**config.mk**
```make
export PLATFORM = sky130hd
export DESIGN_NAME = tone_queue_sequencer_flat
export DESIGN_NICKNAME = d
export VERILOG_FILES = /design/src/rtl/tqs_pkg.sv /design/src/rtl/tqs_ifs.sv /design/src/rtl/tqs_ctrl.sv /design/src/rtl/tqs_dpath.sv /design/src/rtl/tone_queue_sequencer.sv /design/src/flat_wrapper.sv
export SDC_FILE = /design/constraint.sdc
export NUM_CORES = 1
export LEC_CHECK = 0
export BUFFER_PORTS_ARGS = -buffer_cell sky130_fd_sc_hd__buf_2
export CORE_MARGIN = 10
export CORE_UTILIZATION = 56
export CTS_BUF_LIST = sky130_fd_sc_hd__clkbuf_16
export CTS_CLUSTER_SIZE = 30
export DETAILED_ROUTE_END_ITERATION = 10
export PLACE_DENSITY_LB_ADDON = 0.3
export SYNTH_ARGS = -nofsm -noshare
export SYNTH_HDL_FRONTEND = slang
export SYNTH_HIERARCHICAL = 1
export SYNTH_SLANG_ARGS = --single-unit
```
**constraint.sdc**
```tcl
create_clock -name clock -period 9.96 [get_ports clock]
set_clock_uncertainty 0.2 [all_clocks]
set_input_delay 0.996 -clock clock [delete_from_list [all_inputs] [get_ports clock]]
set_output_delay 0.996 -clock clock [all_outputs]
set_load 0.01 [all_outputs]
```
**src/rtl/tqs_pkg.sv**
```systemverilog
// Shared types and codes for the tone queue sequencer.
package tqs_pkg;

   localparam int FUNC_W     = 2;
   localparam int PITCH_W    = 8;
   localparam int HAPTIC_W   = 2;
   localparam int CSR_IDX_W  = 3;
   localparam int CSR_DATA_W = 8;

   // item function codes
   localparam logic [FUNC_W-1:0] FUNC_TICK  = 2'd0;
   localparam logic [FUNC_W-1:0] FUNC_ENQ   = 2'd1;
   localparam logic [FUNC_W-1:0] FUNC_PLAY  = 2'd2;
   localparam logic [FUNC_W-1:0] FUNC_CLEAR = 2'd3;

   // register indexes
   localparam logic [CSR_IDX_W-1:0] CSR_SOUND_LEVEL     = 3'd0;
   localparam logic [CSR_IDX_W-1:0] CSR_SPEAKER_MODE    = 3'd1;
   localparam logic [CSR_IDX_W-1:0] CSR_PITCH_TRIM      = 3'd2;
   localparam logic [CSR_IDX_W-1:0] CSR_HAPTIC_STRENGTH = 3'd3;
   localparam logic [CSR_IDX_W-1:0] CSR_PITCH_OFFSET    = 3'd4;

   // sound level codes
   localparam logic [2:0] SL_MUTE   = 3'd0;
   localparam logic [2:0] SL_XSHORT = 3'd2;
   localparam logic [2:0] SL_SHORT  = 3'd3;
   localparam logic [2:0] SL_LONG   = 3'd5;
   localparam logic [2:0] SL_XLONG  = 3'd6;
   localparam logic [2:0] SL_RESET  = 3'd4;

   // speaker modes
   localparam logic [1:0] SPK_PLAIN  = 2'd0;
   localparam logic [1:0] SPK_SQUARE = 2'd1;

   localparam logic [HAPTIC_W-1:0] HAPTIC_PULSE = 2'd1;

   localparam int SQUARE_BIT = 7;

   typedef struct packed {
      logic [PITCH_W-1:0]  start_pitch;
      logic [PITCH_W-1:0]  end_pitch;
      logic [PITCH_W-1:0]  tone_length;
      logic [PITCH_W-1:0]  pause_length;
      logic [PITCH_W-1:0]  repeat_count;
      logic [HAPTIC_W-1:0] haptic_mode;
   } slot_type;

   typedef struct packed {
      logic buzzer_level;
      logic haptic_level;
      logic busy_res;
      logic dropped;
   } res_type;

   typedef struct packed {
      logic              exec;
      logic [FUNC_W-1:0] op;
      logic              cfg_we;
   } cmd_type;

endpackage

```
**src/rtl/tqs_ifs.sv**
```systemverilog
// Channel interfaces for the tone queue sequencer.
interface tqs_req_if;
   logic       valid;
   logic       ready;
   logic [1:0] func;
   logic [7:0] start_pitch;
   logic [7:0] end_pitch;
   logic [7:0] tone_length;
   logic [7:0] pause_length;
   logic [7:0] repeat_count;
   logic [1:0] haptic_mode;
   modport source (output valid, func, start_pitch, end_pitch, tone_length, pause_length,
                   repeat_count, haptic_mode, input ready);
   modport sink (input valid, func, start_pitch, end_pitch, tone_length, pause_length,
                 repeat_count, haptic_mode, output ready);
endinterface

interface tqs_rsp_if;
   logic valid;
   logic ready;
   logic buzzer_level;
   logic haptic_level;
   logic busy_res;
   logic dropped;
   modport source (output valid, buzzer_level, haptic_level, busy_res, dropped,
                   input ready);
   modport sink (input valid, buzzer_level, haptic_level, busy_res, dropped,
                 output ready);
endinterface

interface tqs_csr_if;
   logic       valid;
   logic       ready;
   logic [2:0] index;
   logic [7:0] data;
   modport source (output valid, index, data, input ready);
   modport sink (input valid, index, data, output ready);
endinterface

```
**src/rtl/tqs_ctrl.sv**
```systemverilog
// Handshake controller: accepts items, tracks the result register, issues commands.
module tqs_ctrl
   import tqs_pkg::*;
(
   input  logic              clock,
   input  logic              reset,
   input  logic              req_valid,
   input  logic [FUNC_W-1:0] req_func,
   output logic              req_ready,
   output logic              rsp_valid,
   input  logic              rsp_ready,
   input  logic              csr_valid,
   output logic              csr_ready,
   output cmd_type           cmd
);

   localparam logic ST_EMPTY = 1'b0;
   localparam logic ST_FULL  = 1'b1;

   logic state_ff, state_in;
   logic accept;

   assign req_ready = (state_ff == ST_EMPTY) || rsp_ready;
   assign accept    = req_valid && req_ready;
   assign rsp_valid = (state_ff == ST_FULL);
   assign csr_ready = 1'b1;

   always_comb begin
      case (state_ff)
         ST_EMPTY: state_in = accept ? ST_FULL : ST_EMPTY;
         ST_FULL:  state_in = (accept || !rsp_ready) ? ST_FULL : ST_EMPTY;
         default:  state_in = ST_EMPTY;
      endcase
   end

   always_ff @(posedge clock) begin
      if (reset) begin
         state_ff <= ST_EMPTY;
      end else begin
         state_ff <= state_in;
      end
   end

   assign cmd.exec   = accept;
   assign cmd.op     = req_func;
   assign cmd.cfg_we = csr_valid && csr_ready;

endmodule

```
**src/rtl/tqs_dpath.sv**
```systemverilog
// Datapath: config registers, tone queue, tone/sweep/haptic state, result register.
module tqs_dpath
   import tqs_pkg::*;
#(
   parameter int QUEUE_DEPTH = 8,
   parameter int DIV_XSHORT  = 1,
   parameter int DIV_SHORT   = 2,
   parameter int DIV_NORM    = 3,
   parameter int DIV_LONG    = 4,
   parameter int DIV_XLONG   = 5
) (
   input  logic                  clock,
   input  logic                  reset,
   input  cmd_type               cmd,
   input  slot_type              req_item,
   input  logic [CSR_IDX_W-1:0]  csr_index,
   input  logic [CSR_DATA_W-1:0] csr_data,
   output res_type               res
);

   // config
   logic [2:0] sound_level_ff;
   logic [1:0] speaker_mode_ff;
   logic [7:0] pitch_trim_ff, haptic_strength_ff, pitch_offset_ff;

   // queue and tone state
   slot_type q_ff [QUEUE_DEPTH];
   slot_type q_in [QUEUE_DEPTH];
   logic [7:0] cp_ff, cp_in, tl_ff, tl_in, pl_ff, pl_in;
   logic       playing_ff, playing_in, sweep_on_ff, sweep_on_in, sweep_up_ff, sweep_up_in;
   logic       ra_ff, ra_in;
   logic [7:0] rl_ff, rl_in;
   logic [HAPTIC_W-1:0] hot_ff, hot_in;
   logic [7:0] hc_ff, hc_in, dc_ff, dc_in, acc_ff, acc_in;
   logic       buz_ff, buz_in, hap_ff, hap_in;
   logic       drop;
   res_type    res_ff;

   logic [7:0] div_lim;
   slot_type   head;
   logic       load;

   assign head = q_ff[0];
   assign load = ((head.start_pitch != '0) || (head.haptic_mode == HAPTIC_PULSE)) &&
                 (tl_ff == '0) && !playing_ff;

   always_comb begin
      case (sound_level_ff)
         SL_XSHORT: div_lim = 8'(DIV_XSHORT);
         SL_SHORT:  div_lim = 8'(DIV_SHORT);
         SL_LONG:   div_lim = 8'(DIV_LONG);
         SL_XLONG:  div_lim = 8'(DIV_XLONG);
         default:   div_lim = 8'(DIV_NORM);
      endcase
   end

   always_comb begin
      logic       found;
      logic       shift;
      logic [7:0] dc_sum;
      found       = 1'b0;
      shift       = 1'b0;
      dc_sum      = dc_ff + 8'd1;
      q_in        = q_ff;
      cp_in       = cp_ff;
      tl_in       = tl_ff;
      pl_in       = pl_ff;
      playing_in  = playing_ff;
      sweep_on_in = sweep_on_ff;
      sweep_up_in = sweep_up_ff;
      ra_in       = ra_ff;
      rl_in       = rl_ff;
      hot_in      = hot_ff;
      hc_in       = hc_ff;
      dc_in       = dc_ff;
      acc_in      = acc_ff;
      buz_in      = buz_ff;
      hap_in      = hap_ff;
      drop        = 1'b0;
      case (cmd.op)
         FUNC_TICK: begin
            // output drive for this heartbeat
            if (playing_ff) begin
               if (sound_level_ff != SL_MUTE) begin
                  if (speaker_mode_ff == SPK_PLAIN) begin
                     buz_in = (tl_ff != '0);
                  end else if (speaker_mode_ff == SPK_SQUARE) begin
                     if (tl_ff != '0) begin
                        acc_in = acc_ff + cp_ff;
                        buz_in = acc_in[SQUARE_BIT];
                     end else begin
                        buz_in = 1'b0;
                     end
                  end
               end
               if ((hot_ff == HAPTIC_PULSE) && (haptic_strength_ff != '0) &&
                   (hc_ff < haptic_strength_ff)) begin
                  hap_in = 1'b1;
                  hc_in  = hc_ff + 8'd1;
               end else begin
                  if (hot_ff == HAPTIC_PULSE) hc_in = '0;
                  hap_in = 1'b0;
               end
            end else begin
               buz_in = 1'b0;
               hap_in = 1'b0;
            end
            // load queue head
            if (load) begin
               cp_in = (head.start_pitch != '0) ?
                       head.start_pitch + pitch_trim_ff + pitch_offset_ff : '0;
               if ((head.end_pitch != '0) && (head.end_pitch != head.start_pitch)) begin
                  sweep_up_in = head.end_pitch > head.start_pitch;
                  tl_in       = sweep_up_in ? head.end_pitch - head.start_pitch
                                            : head.start_pitch - head.end_pitch;
                  sweep_on_in = 1'b1;
               end else begin
                  sweep_up_in = 1'b0;
                  sweep_on_in = 1'b0;
                  tl_in       = head.tone_length;
               end
               pl_in      = head.pause_length;
               hot_in     = head.haptic_mode;
               playing_in = 1'b1;
               if ((head.repeat_count != '0) && !ra_ff) begin
                  ra_in = 1'b1;
                  rl_in = head.repeat_count;
               end
               if (ra_in) begin
                  rl_in = rl_in - 8'd1;
                  if (rl_in == '0) begin
                     ra_in = 1'b0;
                     shift = 1'b1;
                  end
               end else begin
                  shift = 1'b1;
               end
               if (shift) begin
                  for (int i = 0; i < QUEUE_DEPTH - 1; i++) q_in[i] = q_ff[i+1];
                  q_in[QUEUE_DEPTH-1] = '0;
               end
            end
            // heartbeat divider
            if (dc_sum >= div_lim) begin
               dc_in = '0;
               if ((tl_in != '0) && playing_in) begin
                  if (sweep_on_in) cp_in = sweep_up_in ? cp_in + 8'd1 : cp_in - 8'd1;
                  tl_in = tl_in - 8'd1;
               end
               if ((tl_in == '0) && playing_in) begin
                  if (pl_in == '0) playing_in = 1'b0;
                  else pl_in = pl_in - 8'd1;
               end
            end else begin
               dc_in = dc_sum;
            end
         end
         FUNC_ENQ: begin
            for (int i = 0; i < QUEUE_DEPTH; i++) begin
               if (!found && (q_ff[i].start_pitch == '0)) begin
                  q_in[i] = req_item;
                  found   = 1'b1;
               end
            end
            drop = !found;
         end
         FUNC_PLAY: begin
            for (int i = 1; i < QUEUE_DEPTH; i++) q_in[i] = '0;
            q_in[0]     = req_item;
            sweep_on_in = 1'b0;
            hot_in      = '0;
         end
         FUNC_CLEAR: begin
            for (int i = 0; i < QUEUE_DEPTH; i++) q_in[i] = '0;
            cp_in       = '0;
            tl_in       = '0;
            pl_in       = '0;
            playing_in  = 1'b0;
            sweep_on_in = 1'b0;
            sweep_up_in = 1'b0;
            ra_in       = 1'b0;
            rl_in       = '0;
            hot_in      = '0;
            hc_in       = '0;
            dc_in       = '0;
            acc_in      = '0;
            buz_in      = 1'b0;
            hap_in      = 1'b0;
         end
         default: ;
      endcase
   end

   always_ff @(posedge clock) begin
      if (reset) begin
         for (int i = 0; i < QUEUE_DEPTH; i++) q_ff[i] <= '0;
         cp_ff       <= '0;
         tl_ff       <= '0;
         pl_ff       <= '0;
         playing_ff  <= 1'b0;
         sweep_on_ff <= 1'b0;
         sweep_up_ff <= 1'b0;
         ra_ff       <= 1'b0;
         rl_ff       <= '0;
         hot_ff      <= '0;
         hc_ff       <= '0;
         dc_ff       <= '0;
         acc_ff      <= '0;
         buz_ff      <= 1'b0;
         hap_ff      <= 1'b0;
      end else if (cmd.exec) begin
         q_ff        <= q_in;
         cp_ff       <= cp_in;
         tl_ff       <= tl_in;
         pl_ff       <= pl_in;
         playing_ff  <= playing_in;
         sweep_on_ff <= sweep_on_in;
         sweep_up_ff <= sweep_up_in;
         ra_ff       <= ra_in;
         rl_ff       <= rl_in;
         hot_ff      <= hot_in;
         hc_ff       <= hc_in;
         dc_ff       <= dc_in;
         acc_ff      <= acc_in;
         buz_ff      <= buz_in;
         hap_ff      <= hap_in;
      end
   end

   always_ff @(posedge clock) begin
      if (reset) begin
         sound_level_ff     <= SL_RESET;
         speaker_mode_ff    <= SPK_PLAIN;
         pitch_trim_ff      <= '0;
         haptic_strength_ff <= '0;
         pitch_offset_ff    <= '0;
      end else if (cmd.cfg_we) begin
         case (csr_index)
            CSR_SOUND_LEVEL:     sound_level_ff     <= csr_data[2:0];
            CSR_SPEAKER_MODE:    speaker_mode_ff    <= csr_data[1:0];
            CSR_PITCH_TRIM:      pitch_trim_ff      <= csr_data;
            CSR_HAPTIC_STRENGTH: haptic_strength_ff <= csr_data;
            CSR_PITCH_OFFSET:    pitch_offset_ff    <= csr_data;
            default: ;
         endcase
      end
   end

   // result register, no reset needed
   always_ff @(posedge clock) begin
      if (cmd.exec) begin
         res_ff.buzzer_level <= buz_in;
         res_ff.haptic_level <= hap_in;
         res_ff.busy_res     <= (tl_in != '0);
         res_ff.dropped      <= drop;
      end
   end

   assign res = res_ff;

endmodule

```
**src/rtl/tone_queue_sequencer.sv**
```systemverilog
// Top level of the beeper and haptic tone sequencer.
//
//  channel | dir | handshake     | carries
//  --------+-----+---------------+-----------------------------------------------
//  req_ch  | in  | valid / ready | func, tone fields (start/end pitch, lengths..)
//  rsp_ch  | out | valid / ready | buzzer_level, haptic_level, busy_res, dropped
//  csr_ch  | in  | valid / ready | index (0..4), 8-bit data; ready is always high
//
//  Every item (tick, enqueue, play now, clear) is done in the cycle it is accepted;
//  its result sits in a one-deep output register from the next cycle on.
//  Sustained rate is one item per cycle: a new item is taken in the same cycle
//  the waiting result is taken. When the result is stalled, req_ch.ready drops.
//  Reset is synchronous: queue, tone state and result register empty, registers
//  back to defaults (sound level 4, all others 0). No clearing pass.
module tone_queue_sequencer
   import tqs_pkg::*;
#(
   parameter int QUEUE_DEPTH = 8,
   parameter int DIV_XSHORT  = 1,
   parameter int DIV_SHORT   = 2,
   parameter int DIV_NORM    = 3,
   parameter int DIV_LONG    = 4,
   parameter int DIV_XLONG   = 5
) (
   input logic          clock,
   input logic          reset,
   tqs_req_if.sink      req_ch,
   tqs_rsp_if.source    rsp_ch,
   tqs_csr_if.sink      csr_ch
);

   cmd_type  cmd;
   slot_type req_item;
   res_type  res;

   // the item's tone fields form one queue slot
   assign req_item.start_pitch  = req_ch.start_pitch;
   assign req_item.end_pitch    = req_ch.end_pitch;
   assign req_item.tone_length  = req_ch.tone_length;
   assign req_item.pause_length = req_ch.pause_length;
   assign req_item.repeat_count = req_ch.repeat_count;
   assign req_item.haptic_mode  = req_ch.haptic_mode;

   tqs_ctrl u_ctrl (
      .clock     (clock),
      .reset     (reset),
      .req_valid (req_ch.valid),
      .req_func  (req_ch.func),
      .req_ready (req_ch.ready),
      .rsp_valid (rsp_ch.valid),
      .rsp_ready (rsp_ch.ready),
      .csr_valid (csr_ch.valid),
      .csr_ready (csr_ch.ready),
      .cmd       (cmd)
   );

   tqs_dpath #(
      .QUEUE_DEPTH (QUEUE_DEPTH),
      .DIV_XSHORT  (DIV_XSHORT),
      .DIV_SHORT   (DIV_SHORT),
      .DIV_NORM    (DIV_NORM),
      .DIV_LONG    (DIV_LONG),
      .DIV_XLONG   (DIV_XLONG)
   ) u_dpath (
      .clock     (clock),
      .reset     (reset),
      .cmd       (cmd),
      .req_item  (req_item),
      .csr_index (csr_ch.index),
      .csr_data  (csr_ch.data),
      .res       (res)
   );

   // result register drives the response payload directly
   assign rsp_ch.buzzer_level = res.buzzer_level;
   assign rsp_ch.haptic_level = res.haptic_level;
   assign rsp_ch.busy_res     = res.busy_res;
   assign rsp_ch.dropped      = res.dropped;

endmodule

```
**src/flat_wrapper.sv**
```systemverilog
// flat-port wrapper written by rule: the top's interface ports become plain ports
module tone_queue_sequencer_flat import tqs_pkg::*;
#(
   parameter int QUEUE_DEPTH = 8,
   parameter int DIV_XSHORT  = 1,
   parameter int DIV_SHORT   = 2,
   parameter int DIV_NORM    = 3,
   parameter int DIV_LONG    = 4,
   parameter int DIV_XLONG   = 5
)
  (clock, reset, req_ch_valid, req_ch_func, req_ch_start_pitch, req_ch_end_pitch, req_ch_tone_length, req_ch_pause_length, req_ch_repeat_count, req_ch_haptic_mode, req_ch_ready, rsp_ch_valid, rsp_ch_buzzer_level, rsp_ch_haptic_level, rsp_ch_busy_res, rsp_ch_dropped, rsp_ch_ready, csr_ch_valid, csr_ch_index, csr_ch_data, csr_ch_ready);
  tqs_req_if req_ch_i ();
  tqs_rsp_if rsp_ch_i ();
  tqs_csr_if csr_ch_i ();
  input logic clock;
  input logic reset;
  input wire logic [$bits(req_ch_i.valid)-1:0] req_ch_valid;
  input wire logic [$bits(req_ch_i.func)-1:0] req_ch_func;
  input wire logic [$bits(req_ch_i.start_pitch)-1:0] req_ch_start_pitch;
  input wire logic [$bits(req_ch_i.end_pitch)-1:0] req_ch_end_pitch;
  input wire logic [$bits(req_ch_i.tone_length)-1:0] req_ch_tone_length;
  input wire logic [$bits(req_ch_i.pause_length)-1:0] req_ch_pause_length;
  input wire logic [$bits(req_ch_i.repeat_count)-1:0] req_ch_repeat_count;
  input wire logic [$bits(req_ch_i.haptic_mode)-1:0] req_ch_haptic_mode;
  output wire logic [$bits(req_ch_i.ready)-1:0] req_ch_ready;
  output wire logic [$bits(rsp_ch_i.valid)-1:0] rsp_ch_valid;
  output wire logic [$bits(rsp_ch_i.buzzer_level)-1:0] rsp_ch_buzzer_level;
  output wire logic [$bits(rsp_ch_i.haptic_level)-1:0] rsp_ch_haptic_level;
  output wire logic [$bits(rsp_ch_i.busy_res)-1:0] rsp_ch_busy_res;
  output wire logic [$bits(rsp_ch_i.dropped)-1:0] rsp_ch_dropped;
  input wire logic [$bits(rsp_ch_i.ready)-1:0] rsp_ch_ready;
  input wire logic [$bits(csr_ch_i.valid)-1:0] csr_ch_valid;
  input wire logic [$bits(csr_ch_i.index)-1:0] csr_ch_index;
  input wire logic [$bits(csr_ch_i.data)-1:0] csr_ch_data;
  output wire logic [$bits(csr_ch_i.ready)-1:0] csr_ch_ready;
  assign req_ch_i.valid = req_ch_valid;
  assign req_ch_i.func = req_ch_func;
  assign req_ch_i.start_pitch = req_ch_start_pitch;
  assign req_ch_i.end_pitch = req_ch_end_pitch;
  assign req_ch_i.tone_length = req_ch_tone_length;
  assign req_ch_i.pause_length = req_ch_pause_length;
  assign req_ch_i.repeat_count = req_ch_repeat_count;
  assign req_ch_i.haptic_mode = req_ch_haptic_mode;
  assign req_ch_ready = req_ch_i.ready;
  assign rsp_ch_valid = rsp_ch_i.valid;
  assign rsp_ch_buzzer_level = rsp_ch_i.buzzer_level;
  assign rsp_ch_haptic_level = rsp_ch_i.haptic_level;
  assign rsp_ch_busy_res = rsp_ch_i.busy_res;
  assign rsp_ch_dropped = rsp_ch_i.dropped;
  assign rsp_ch_i.ready = rsp_ch_ready;
  assign csr_ch_i.valid = csr_ch_valid;
  assign csr_ch_i.index = csr_ch_index;
  assign csr_ch_i.data = csr_ch_data;
  assign csr_ch_ready = csr_ch_i.ready;
  tone_queue_sequencer #(.QUEUE_DEPTH(QUEUE_DEPTH), .DIV_XSHORT(DIV_XSHORT), .DIV_SHORT(DIV_SHORT), .DIV_NORM(DIV_NORM), .DIV_LONG(DIV_LONG), .DIV_XLONG(DIV_XLONG)) u_core (.clock(clock), .reset(reset), .req_ch(req_ch_i), .rsp_ch(rsp_ch_i), .csr_ch(csr_ch_i));
endmodule
```
### Word-level counts from Yosys, hierarchy flattened

Index checks and enable logic that the tools add are counted.

| word-level totals | value |
|---|---|
| register bits | 434 |
| input port bits | 60 |
| output and inout bits | 7 |
| logic and storage cells | 302 |

| operators by class | value |
|---|---|
| $add $sub $neg | 12 |
| $lt $le $gt $ge | 3 |
| equality and inequality tests | 31 |
| muxes and demuxes | 108 |
| bitwise operators | 1 |
| reductions and logical operators | 75 |

Operators with widths:

| cell | number |
|---|---|
| $pmux W336 S4 | 1 |
| $mux W336 | 2 |
| $mux W42 | 8 |
| $mux W8 | 34 |
| $pmux W8 S2 | 7 |
| $logic_not A8 Y1 | 12 |
| $reduce_bool A8 Y1 | 7 |
| $mux W1 | 46 |
| $reduce_and A4 Y1 | 9 |
| $sub A8 B1 Y8 const B | 4 |
| $ne A2 B2 Y1 const B | 15 |
| $add A8 B1 Y8 const B | 3 |
| $add A8 B8 Y8 | 3 |
| $logic_and A1 B1 Y1 | 16 |
| $sub A8 B8 Y8 | 2 |
| $pmux W1 S2 | 7 |
| $reduce_and A2 Y1 | 7 |
| $eq A3 B2 Y1 const B | 4 |
| $pmux W3 S4 | 1 |
| $logic_not A1 Y1 | 11 |
| $eq A3 B3 Y1 const B | 3 |
| $eq A2 B1 Y1 const B | 4 |
| $ge A8 B8 Y1 | 1 |
| $gt A8 B8 Y1 | 1 |
| other kinds (16) | 22 |

### Depth between registers and ports, before layout

| logic depth | value |
|---|---|
| word-level depth | 32 |
| gate-level depth with buffers | 19 |

### Cells and area by module

The synthesis kept the hierarchy.

Modules (own cells, without submodules):

| module | instances | cells an instance | area an instance (sq um) | sequential area each (sq um) |
|---|---|---|---|---|
| tqs_dpath | 1 | 2,553 | 20,836.2 | 8,708.4 |
| tqs_ctrl | 1 | 11 | 96.3 | 20.0 |

### Worst setup path after synthesis

Ideal clock, no wire load.

| timing | value |
|---|---|
| path type | reg-to-reg |
| start point | register u_core.u_dpath.q_ff (netlist bit u_core/u_dpath/head[29]) |
| end point | register u_core.u_dpath.pl_ff[7] |
| library setup time | 0.117 ns |
| data arrival time | 4.066 ns |
| required time | 9.643 ns |
| setup slack | 5.577 ns |
| cell stages (with the launch flop) | 19 |
| path buffers | 2 |
| clock period less this slack | 4.383 ns |
| cell sequence | dfxtp_1 > inv_1 > ha_1 > buf_2 > and4_1 > and4_1 > a21oi_1 > clkbuf_1 > a21oi_1 > a21oi_2 > ha_1 > nand2b_1 > a21oi_1 > nand4_1 > mux2i_1 > a211oi_4 > nand3_4 > or4_1 > a32o_1 |

| between the ends | value |
|---|---|
| word-level cells in the longest chain between the ends | 15 |

Ends and longest elaborated chain:

| element | line | text |
|---|---|---|
| start: declaration | tqs_dpath.sv:27 | `slot_type q_ff [QUEUE_DEPTH];` |
| start signal: assignment | tqs_dpath.sv:212 | `q_ff <= q_in;` |
| $sub A8 B8 Y8, or another cell as far along | tqs_dpath.sv:115 | `: head.start_pitch - head.end_pitch;` |
| $mux W8 / $logic_and A1 B1 Y1 (equally long branches) | tqs_dpath.sv:114, tqs_dpath.sv:112 |  |
| $mux W8 (*) | tqs_dpath.sv:112 | `if ((head.end_pitch != '0) && (head.end_pitch != head.start_pitch)) begin` |
| $mux W8 (*) | tqs_dpath.sv:109 | `if (load) begin` |
| $mux W8 (*) | tqs_dpath.sv:80 | `case (cmd.op)` |
| branches (longest 2 deep; another with $sub A8 B1 Y8) | n/a |  |
| $mux W8 (*) | tqs_dpath.sv:146 | `if ((tl_in != '0) && playing_in) begin` |
| $mux W8 (*) | tqs_dpath.sv:144 | `if (dc_sum >= div_lim) begin` |
| $mux W8 (*) | tqs_dpath.sv:80 |  |
| $logic_not A8 Y1 (*) | tqs_dpath.sv:150 | `if ((tl_in == '0) && playing_in) begin` |
| $logic_and A1 B1 Y1 (*) | tqs_dpath.sv:150 |  |
| $mux W8 (*) | tqs_dpath.sv:150 |  |
| $mux W8 (*) | tqs_dpath.sv:144 |  |
| $pmux W8 S2 (*) | tqs_dpath.sv:80 |  |
| end signal: assignment | tqs_dpath.sv:215 | `pl_ff <= pl_in;` |
| end: declaration | tqs_dpath.sv:29 | `logic [7:0] cp_ff, cp_in, tl_ff, tl_in, pl_ff, pl_in;` |

Every way passes the cells marked *. The select of a mux whose other input is x is not followed.
A chain may end at the register's enable or synchronous reset.

### Final worst setup path

| timing | value |
|---|---|
| start point | register u_core.u_dpath.q_ff (netlist bit u_core/u_dpath/head[5]) |
| end point | register u_core/u_dpath/q_ff[156] in the netlist's numbering |

| between the ends | value |
|---|---|
| word-level cells in the longest chain between the ends | 13 |

Ends and longest elaborated chain:

| element | line | text |
|---|---|---|
| $reduce_bool A8 Y1 | tqs_dpath.sv:125 | `if ((head.repeat_count != '0) && !ra_ff) begin` |
| $logic_and A1 B1 Y1 | tqs_dpath.sv:125 |  |
| $mux W8 | tqs_dpath.sv:125 |  |
| $mux W8 | tqs_dpath.sv:109 |  |
| $mux W8 | tqs_dpath.sv:80 |  |
| $sub A8 B1 Y8 | tqs_dpath.sv:130 | `rl_in = rl_in - 8'd1;` |
| $logic_not A8 Y1 | tqs_dpath.sv:131 | `if (rl_in == '0) begin` |
| $mux W1 | tqs_dpath.sv:131 |  |
| $mux W1 (*) | tqs_dpath.sv:129 | `if (ra_in) begin` |
| $mux W1 (*) | tqs_dpath.sv:109 |  |
| $mux W1 (*) | tqs_dpath.sv:80 |  |
| $ne A2 B2 Y1 (no source line) (*) | n/a |  |
| $reduce_and A4 Y1 (no source line) (*) | n/a |  |

Mark *: on every way between the ends. The rest lies on a longest branch, timed or not. The select of a mux whose other input is x is not followed.

==> flow_metrics.env <==
export IMPL_status="finished clean"
export IMPL_synth_top_flop_cell="dfxtp_1"
export IMPL_critPathMaxFanout=54
export IMPL_gp_congestion=0.888
export IMPL_routed_wirelength_microns=53600
export IMPL_grt_max_degree=215
export IMPL_vias=18049
export IMPL_fin_total_pwr_mw=5.60
export IMPL_dieArea_sq_um=45500
export IMPL_synth_edf_count=4
export IMPL_final_nets=2582
export IMPL_clock_root_buffer="clkbuf_16"
export IMPL_drv_cap=0
export IMPL_viasPerCell=6.10
export IMPL_pin_count=67
export IMPL_cts_resized=0
export IMPL_synth_area_per_cell_sq_um=8.16
export IMPL_synth_warnings=6
export IMPL_critPathLaunchType="flip-flop"
export IMPL_ys_seq_area_frac=0.417
export IMPL_rows=70
export IMPL_dieWidth_microns=213
export IMPL_netlist_area_sq_um=20900
export IMPL_ir_drop_mv=0.159
export IMPL_post_route_min_period_ns=5.54
export IMPL_fin_setup_tns_ns=0
export IMPL_critPathCaptureType="flip-flop"
export IMPL_drtPass1Iterations=5
export IMPL_fillers=3193
export IMPL_grt_use_total=0.231
export IMPL_wl_per_cell_microns=18.1
export IMPL_async_flop_share=0
export IMPL_ant_nets=0
export IMPL_synth_nets=2692
export IMPL_grt_overflow=0
export IMPL_powerDensity_nw_per_um2=247
export IMPL_grt_pass1_vias=16763
export IMPL_p_leak_nw=8.15
export IMPL_slew_headroom=0.231
export IMPL_clock_fmax_ghz=0.181
export IMPL_post_route_drc_count=0
export IMPL_area_growth_pct=8.31
export IMPL_required_ns=10.24
export IMPL_clk_latency_ns=0.59
export IMPL_drt_iter0_drc=1801
export IMPL_diodes=0
export IMPL_initial_core_util=0.569
export IMPL_core_area_sq_um=36800
export IMPL_cts_hold_fix_buffers=0
export IMPL_post_cts_buffers=0
export IMPL_hold_viol=0
export IMPL_ys_ff_latch=434
export IMPL_grt_pass1_wl_microns=87200
export IMPL_drv_slew=0
export IMPL_drive_above_1_share=0.0779
export IMPL_clockBufferDepth=3
export IMPL_critPathKind="flip-flop to flip-flop"
export IMPL_cts_sinks=434
export IMPL_holdWs_ns=0.251
export IMPL_cts_max_level=2
export IMPL_ys_types=87
export IMPL_period_share=0.556
export IMPL_die_h_microns=213
export IMPL_portBuffers=65
export IMPL_path_clk_slew_ns=0.06
export IMPL_cts_tree="built"
export IMPL_grt_antenna_before_repair=1
export IMPL_final_common_cell="dfxtp_1"
export IMPL_rsz0062_at_grt="no"
export IMPL_setup_viol=0
export IMPL_layout_common_cells="dfxtp_1 (430), a21oi_1 (378), nor2_1 (378), a211oi_1 (296), nand2_1 (160)"
export IMPL_numCtsBuffers=47
export IMPL_cp_arrival_ns=5.82
export IMPL_tightest_slew_ns=1.15
export IMPL_synth_cells=2564
export IMPL_min_path_type="flip-flop to flip-flop"
export IMPL_dp_hpwl_microns=34800
-- critical path: stages (launching register included) --
cell	delay, ns
dfxtp_1	0.44
nor4_1	0.11
a21oi_1	0.84
mux2i_1	0.44
ha_1	0.33
a21boi_1	0.36
nand2b_1	0.12
xnor2_1	0.22
a31oi_1	0.15
a21o_1	0.51
nor2_4	0.72
buf_4	0.59
nor2_1	0.08
a211oi_1	0.27
-- synth_stat cells (4+ instances only) --
master    number  area, sq um
o31ai_1        8         60.1
o31a_1         4         35.0
nand2_1      160          601
dfxtp_1      430         8610
inv_1         48          180
ha_1          56          701
o21bai_1       4         30.0
a21o_1        23          173
or3_1          4         25.0
a211o_1        4         35.0
xor2_1        20          175
a21oi_1      382         1910
nand2b_1      13         81.3
a22oi_1       56          420
xnor2_1       28          245
a211oi_1     297         2230
mux2i_1       37          370
buf_4          5         37.5
and3_1        10         62.6
a21boi_0       4         30.0
a31oi_1        4         25.0
mux2_2         6         67.6
clkbuf_1     175          657
or4_1          6         45.0
buf_2          4         20.0
o21a_1         4         30.0
edfxtp_1       4          120
nand3_1       71          355
a32oi_1        4         35.0
nand3b_1       4         30.0
nor2_1       382         1430
and2_1        41          257
and2_0        15         93.8
nor3_1        24          120
fa_1          12          240
nor3b_1        5         37.5
nor2b_1       13         81.3
nor4_1        20          125
o21ai_0       37          185
nand4_1       16          100
buf_1         59          221
-- cells by family after synthesis --
logic type	synth area share
other cells	0.000179
fa+ha+maj	0.0449
compound gates	0.267
mux	0.0209
flops	0.417
xor+xnor	0.0201
buf+inv	0.0539
simple gates	0.176
-- registers in the layout, summed over array words and instances (netlist names), 2 cells and up --
signal	count
u_core/u_dpath/q_ff	294
u_core/u_dpath/head	42
u_core/u_dpath/acc_ff	8
u_core/u_dpath/cp_ff	8
u_core/u_dpath/dc_ff	8
u_core/u_dpath/haptic_strength_ff	8
u_core/u_dpath/hc_ff	8
u_core/u_dpath/pitch_offset_ff	8
u_core/u_dpath/pitch_trim_ff	8
u_core/u_dpath/pl_ff	8
u_core/u_dpath/rl_ff	8
u_core/u_dpath/tl_ff	8
u_core/u_dpath/res	4
u_core/u_dpath/sound_level_ff	3
u_core/u_dpath/hot_ff	2
u_core/u_dpath/speaker_mode_ff	2
-- layout make-up --
class                      instances  area (sq um)  share of cell area
inverter                          48           180             0.00795
clock buffer                      49          1230              0.0541
sequential                       434          8730               0.385
timing repair buffer              85           498              0.0220
tap                              468           586              0.0258
clock inverter                    35           273              0.0120
multi-input combinational       1838         11200               0.493
-- through the flow --
step           setup slack, ns  area, sq um  instances   util
2_1_floorplan             5.58        20900       2564      -
3_5_place_dp              4.43        21200       2873  0.576
4_1_cts                   4.43        22700       2957  0.616
5_1_grt                   3.91        22700       2957  0.616
3_3_place_gp              4.70        21200       2873  0.576
6_report                  4.42        22700       2957  0.616
-- worst paths after layout --
check / from / to / slack (ns) / depth (start not counted)
worst min-delay path: u_core/u_dpath/q_ff[26] / u_core/u_dpath/q_ff[26] / 0.25 / 2
worst max register to register: u_core/u_dpath/head[5] / u_core/u_dpath/q_ff[156] / 4.42 / 13
worst max-delay path: u_core/u_dpath/head[5] / u_core/u_dpath/q_ff[156] / 4.42 / 13
worst min register to register: u_core/u_dpath/q_ff[26] / u_core/u_dpath/q_ff[26] / 0.25 / 2
-- report_power, final --
| part | internal (mW) | switching [mW] |
|---|---|---|
| combinational | 0.663 | 1.15 |
| clock | 0.971 | 0.723 |
| sequential | 1.95 | 0.148 |
-- metal layers --
metal	routed length, microns	global-route usage	vias up
met2	24900	0.374	534
met4	1640	0.0895	0
li1	-	-	8970
met5	0	0	-
met1	23900	0.306	8436
met3	3180	0.0337	109
No activity file was read; power rests on OpenSTA's default activity.
